--- src/hw/rtl/abkf_pkg.sv ---
// ============================================================================
// abkf_pkg
// Shared constants and types for the two-state angle and gyro-bias filter.
// ============================================================================
package abkf_pkg;

    localparam int AXES      = 3;
    localparam int AXIS_W    = 2;
    localparam int AXES_IDX_W = (AXES > 1) ? $clog2(AXES) : 1;

    // Divider dividend width: |num| << 30 is at most 62 bits; the quotient fits in 62.
    localparam int DIV_QW    = 62;

    localparam logic [31:0] QA_RESET = 32'd16777;
    localparam logic [31:0] QB_RESET = 32'd50332;
    localparam logic [31:0] R_RESET  = 32'd503316;

    localparam logic [1:0] REG_QA = 2'd0;
    localparam logic [1:0] REG_QB = 2'd1;
    localparam logic [1:0] REG_R  = 2'd2;

    // Divider request and reply.
    typedef struct packed {
        logic               start;
        logic signed [31:0] num;  // Signed Q8.24 numerator before the 2^30 scaling.
        logic        [33:0] den;  // Positive Q8.24 innovation variance.
    } t_div_req;

    typedef struct packed {
        logic               done;
        logic signed [31:0] quo;  // Saturated Q2.30 gain.
    } t_div_rsp;

    // Saturate a 66-bit signed value to 32 bits.
    function automatic logic signed [31:0] sat32(input logic signed [65:0] x);
        logic signed [65:0] hi;
        logic signed [65:0] lo;
        hi = 66'sd2147483647;
        lo = -66'sd2147483648;
        if (x > hi) begin
            sat32 = 32'sh7FFFFFFF;
        end else if (x < lo) begin
            sat32 = 32'sh80000000;
        end else begin
            sat32 = x[31:0];
        end
    endfunction

endpackage

--- src/hw/rtl/abkf_div.sv ---
// ============================================================================
// abkf_div
// Restoring divider: |num| * 2^30 / den, one quotient bit a cycle,
// truncated toward zero, signed and saturated to 32 bits.
// ============================================================================
module abkf_div
    import abkf_pkg::*;
(
    input  logic     i_clk,
    input  logic     i_rst_n,
    input  t_div_req i_req,
    output t_div_rsp o_rsp
);

    logic [DIV_QW-1:0] r_dvd;
    logic [34:0]   r_rem;
    logic [33:0]   r_den;
    logic          r_neg;
    logic [5:0]    r_cnt;
    logic          r_busy;
    logic          r_done;
    logic signed [31:0] r_quo;

    logic [34:0] w_trial;
    logic [35:0] w_diff;
    logic [DIV_QW-1:0] w_qfin;
    logic [31:0] w_abs;
    logic signed [65:0] w_sq;

    always_comb begin
        w_trial = {r_rem[33:0], r_dvd[DIV_QW-1]};
        w_diff  = {1'b0, w_trial} - {2'b00, r_den};
        w_qfin  = {r_dvd[DIV_QW-2:0], ~w_diff[35]};
        w_sq    = r_neg ? -$signed({4'b0000, w_qfin}) : $signed({4'b0000, w_qfin});
        w_abs   = i_req.num[31] ? (32'd0 - i_req.num) : i_req.num;
    end

    always_ff @(posedge i_clk) begin
        if (!i_rst_n) begin
            r_busy <= 1'b0;
            r_done <= 1'b0;
            r_cnt  <= '0;
        end else begin
            r_done <= 1'b0;
            if (i_req.start) begin
                r_busy <= 1'b1;
                r_cnt  <= '0;
                r_rem  <= '0;
                r_den  <= i_req.den;
                r_neg  <= i_req.num[31];
                r_dvd  <= {w_abs, 30'd0};
            end else if (r_busy) begin
                // Each step shifts one dividend bit in and the quotient bit
                // into the vacated low end of the same register.
                r_rem <= w_diff[35] ? w_trial : w_diff[34:0];
                r_dvd <= w_qfin;
                r_cnt <= r_cnt + 6'd1;
                if (r_cnt == 6'(DIV_QW - 1)) begin
                    r_busy <= 1'b0;
                    r_done <= 1'b1;
                    r_quo  <= sat32(w_sq);
                end
            end
        end
    end

    assign o_rsp.done = r_done;
    assign o_rsp.quo  = r_quo;

endmodule

--- config.mk ---
export PLATFORM = sky130hd
export DESIGN_NAME = abkf_div
export DESIGN_NICKNAME = d
export VERILOG_FILES = /design/src/hw/rtl/abkf_pkg.sv /design/src/hw/rtl/abkf_div.sv
export SDC_FILE = /design/constraint.sdc
export NUM_CORES = 1
export LEC_CHECK = 0
export ABC_AREA = 0
export BUFFER_PORTS_ARGS = -buffer_cell sky130_fd_sc_hd__buf_2
export CAP_MARGIN = 20
export CORE_AREA = 2 2 199 201
export CTS_CLUSTER_DIAMETER = 150
export DETAILED_ROUTE_END_ITERATION = 7
export DIE_AREA = 0 0 201 203
export SYNTH_ARGS = -nofsm -noshare
export SYNTH_HDL_FRONTEND = slang
export SYNTH_SLANG_ARGS = --single-unit
--- constraint.sdc ---
create_clock -name i_clk -period 13.2 [get_ports i_clk]
set_clock_uncertainty 0.05 [all_clocks]
set_input_delay 0 -clock i_clk [delete_from_list [all_inputs] [get_ports i_clk]]
set_output_delay 0 -clock i_clk [all_outputs]
set_load 0.1 [all_outputs]
==> metrics.md <==
| Metric | Value |
|---|---|
| Outcome | `completed` |
| 1st-pass router iterations | `7` |
| Critical Path End Type | `flip-flop` |
| Crit-path leading delay family | `simple AND/OR/NAND/NOR gates` |
| Period utilisation layout | `49.6%` |
| Normalized max-slew margin | `33.5%` |
| Leading area contributor after synthesis | `edfxtp_1` |
| Post-synth top area share | `42.8%` |
| Clock sinks | `171` |
| Post-synth cell types | `69` |
| Via count | `9596` |
| Dominant cells by area after synthesis | `edfxtp_1 (43%), ha_1 (4.2%), xnor2_1 (4.1%)` |
| Worst-path clk slew | `0.07 ns` |
| Crit path buf inv count | `2` |
| Die width | `201 um` |
| Post-synth top cells | `edfxtp_1 (163), nand2_1 (117), nor2_1 (91)` |
| First-pass GRT wire length | `49.5 mm` |
| Core Region | `0.0385 sq mm` |
| Post-synthesis sequential area ratio | `44.2%` |
| CTS buffer count | `17` |
| Synth Flop Type | `edfxtp_1` |
| Detailed-route DRC error count | `0` |
| GRT met1 Usage | `20.5%` |
| M2 GR Usage | `23.7%` |
| CTS tree | `done` |
| # IOs | `102` |
| Worst-path cell chain | `ha_1 > nor2b_1 > o31ai_1 > a21oi_1 > o2111ai_1 > nand3_2 > clkinv_1 > ha_1 > nor4b_1 > nand3_1 > nor3_1 > a21oi_1 > nor4_1 > nand4_1 > a2111oi_0 > nand4_1 > o41ai_4 > buf_4 > o221ai_1` |
| Final Hold Fails | `0` |
| Yosys warning total | `0` |
| Initial Util | `29.7%` |
| Pwr dens | `111 mW/mm^2` |
| CP required | `13.32 ns` |
| Antenna-violating nets left | `0` |
| # setup viols final | `0` |
| Vias in the first global route | `9201` |
| P_leak | `0.00493 uW` |
| GPL Wtd Cong | `0.891` |
| Most common cell in the netlist | `edfxtp_1` |
| Initial antenna violation count | `0` |
| Unrepaired setup endpoints after global routing | `false` |
| Buffers inserted by post-CTS timing repair | `0` |
| Worst-margin pin slew | `0.997 ns` |
| GRT Util Overall | `15.1%` |
| Routed wire length | `30.4 mm` |
| Slowest stage cell, crit path | `nor4b_1` |
| Setup TNS | `0 ns` |
| Die Footprint | `0.0408 sq mm` |
| Initial DRC Count | `735` |
| Layer with the highest usage | `met2` |
| Arr. time, crit path | `6.67 ns` |
| Share of cells above drive strength 1 | `12.2%` |
| I/O Buffers | `101` |
| Layout Nets | `1446` |
| Syn avg cell area | `9.45 sq um` |
| Largest net degree at the start of global routing | `76` |
| Vias per Instance | `5.13` |
| Ant. Diodes | `0` |
| Syn nets | `1319` |
| Area Overhead vs Synth | `19.1%` |
| Clk buf depth | `2` |
| GRT overflow | `0` |
| Post-placement cell count | `1770` |
| Critical Path Source Type | `flip-flop` |
| Peak Freq | `0.153 GHz` |
| # H-tree levels | `4` |
| Row Count | `72` |
| Worst-path fanout max | `31` |
| MaxCap Viol Count | `0` |
| Post-synth EDFFs | `163` |
| Tmin final | `6.55 ns` |
| HPWL Detailed | `21.5 mm` |
| Met3 GRT Util | `3.15%` |
| Asr flop ratio synth | `0%` |
| Die Ht | `203 um` |
| CP max stage delay | `0.79 ns` |
| Post-synthesis cell count | `1211` |
| Synthesis-stage register bit count | `171` |
| Slew Viols, Final | `0` |
| Crit path kind | `reg2reg` |
| Peak supply drop | `0.0000912 V` |
| Avg WL per Cell | `16.3 um` |
| Synthesized cell area | `0.0114 sq mm` |
| Clk_lat worst skew | `0.45 ns` |
| Hold WC Path Type | `in2reg` |
| Clk root buf | `clkbuf_16` |
| Post-Layout Cell Count | `1869` |
==> final timing paths <==
kind / startpoint / to / slack, ns / cells past startpoint
worst max register to register: r_rem[0]$_SDFFCE_PP0P_ / r_quo[17]$_SDFFCE_PN1P_ / 6.65 / 19
worst min register to register: r_cnt[5]$_SDFFE_PN0P_ / r_cnt[5]$_SDFFE_PN0P_ / 0.44 / 2
worst max-delay path: r_rem[0]$_SDFFCE_PP0P_ / r_quo[17]$_SDFFCE_PN1P_ / 6.65 / 19
worst min-delay path: i_req[65] / r_neg$_DFFE_PP_ / 0.04 / 1
==> stage by stage <==
stage	total power, uW	area, sq um	hold slack (ns)	utilization, %	setup slack, ns
floorplan	950	11400	0.0489	-	7.56
global placement	1040	12400	0.127	32.2	7.01
detailed placement	1040	12400	0.128	32.2	6.72
CTS	1530	13600	0.00305	35.4	6.66
global route	1600	13600	0.0487	35.4	5.96
finish	1520	13600	0.0397	35.4	6.65
==> power breakdown <==
| part | leakage [uW] | switching [uW] | internal, uW |
|---|---|---|---|
| combinational | 0.00305 | 222 | 152 |
| sequential | 0.00161 | 33.9 | 643 |
| clock | 0.000264 | 225 | 243 |
==> final cells by class <==
class | instances | area, sq um
multi-input cells | 911 | 5890
well taps | 518 | 648
inverters | 58 | 218
clock buffers | 17 | 425
clock inverters | 15 | 115
repair buffers | 179 | 1280
fillers | 3913 | 24800
flip-flops and latches | 171 | 5050
==> worst reg2reg max path: cells and delay by family (launching register included) <==
kind                       cells  cell delay (ns)
adders and majority gates      2             0.49
AOI/OAI and AO/OA              7             2.29
DFF                            1             0.41
and+or+nand+nor                8             2.56
buffers and inverters          2             0.47
==> cell usage in the layout (no fill, tap or decap), drive strengths merged, types with 8 or more instances in the layout <==
cell type and count:
a211oi 14, a21o 20, a21oi 86, a31oi 9, and3 9, buf 113
clkbuf 17, clkinv 9, dfxtp 8, dlygate4sd3 66, edfxtp 163, ha 38
inv 62, nand2 118, nand2b 15, nand3 59, nand4 20, nor2 92
nor2b 32, nor3 28, nor4 22, o211ai 35, o21a 11, o21ai 48
o31ai 19, o41ai 17, or3 18, or4 14, xnor2 53, xor2 45
==> cell families after synthesis <==
family                   after synthesis  share of synthesized area [%]
AO/OA/AOI/OAI                        309                           18.1
XOR/XNOR                              98                           7.50
adder cells (fa/ha/maj)               39                           4.33
buffers and inverters                129                           4.70
flip-flops                           171                           44.2
multiplexers                           8                          0.733
AND/OR/NAND/NOR                      457                           20.5
==> registers in the layout (all words and copies together), names as in the netlist <==
name,cells
r_cnt,6
r_done,1
r_den,34
r_busy,1
r_neg,1
r_rem,34
r_dvd,62
r_quo,32
==> routing by layer <==
metal,wire length [um],vias up
met5,0,-
met4,711,0
met3,1620,46
met2,13700,286
met1,14400,4482
li1,-,4782
==> repair_timing <==
action                    CTS  global route
hold buffers               66             0
resized for setup           0             0
hold endpoints to repair   74             0
Power figures use the tool's default switching activity.
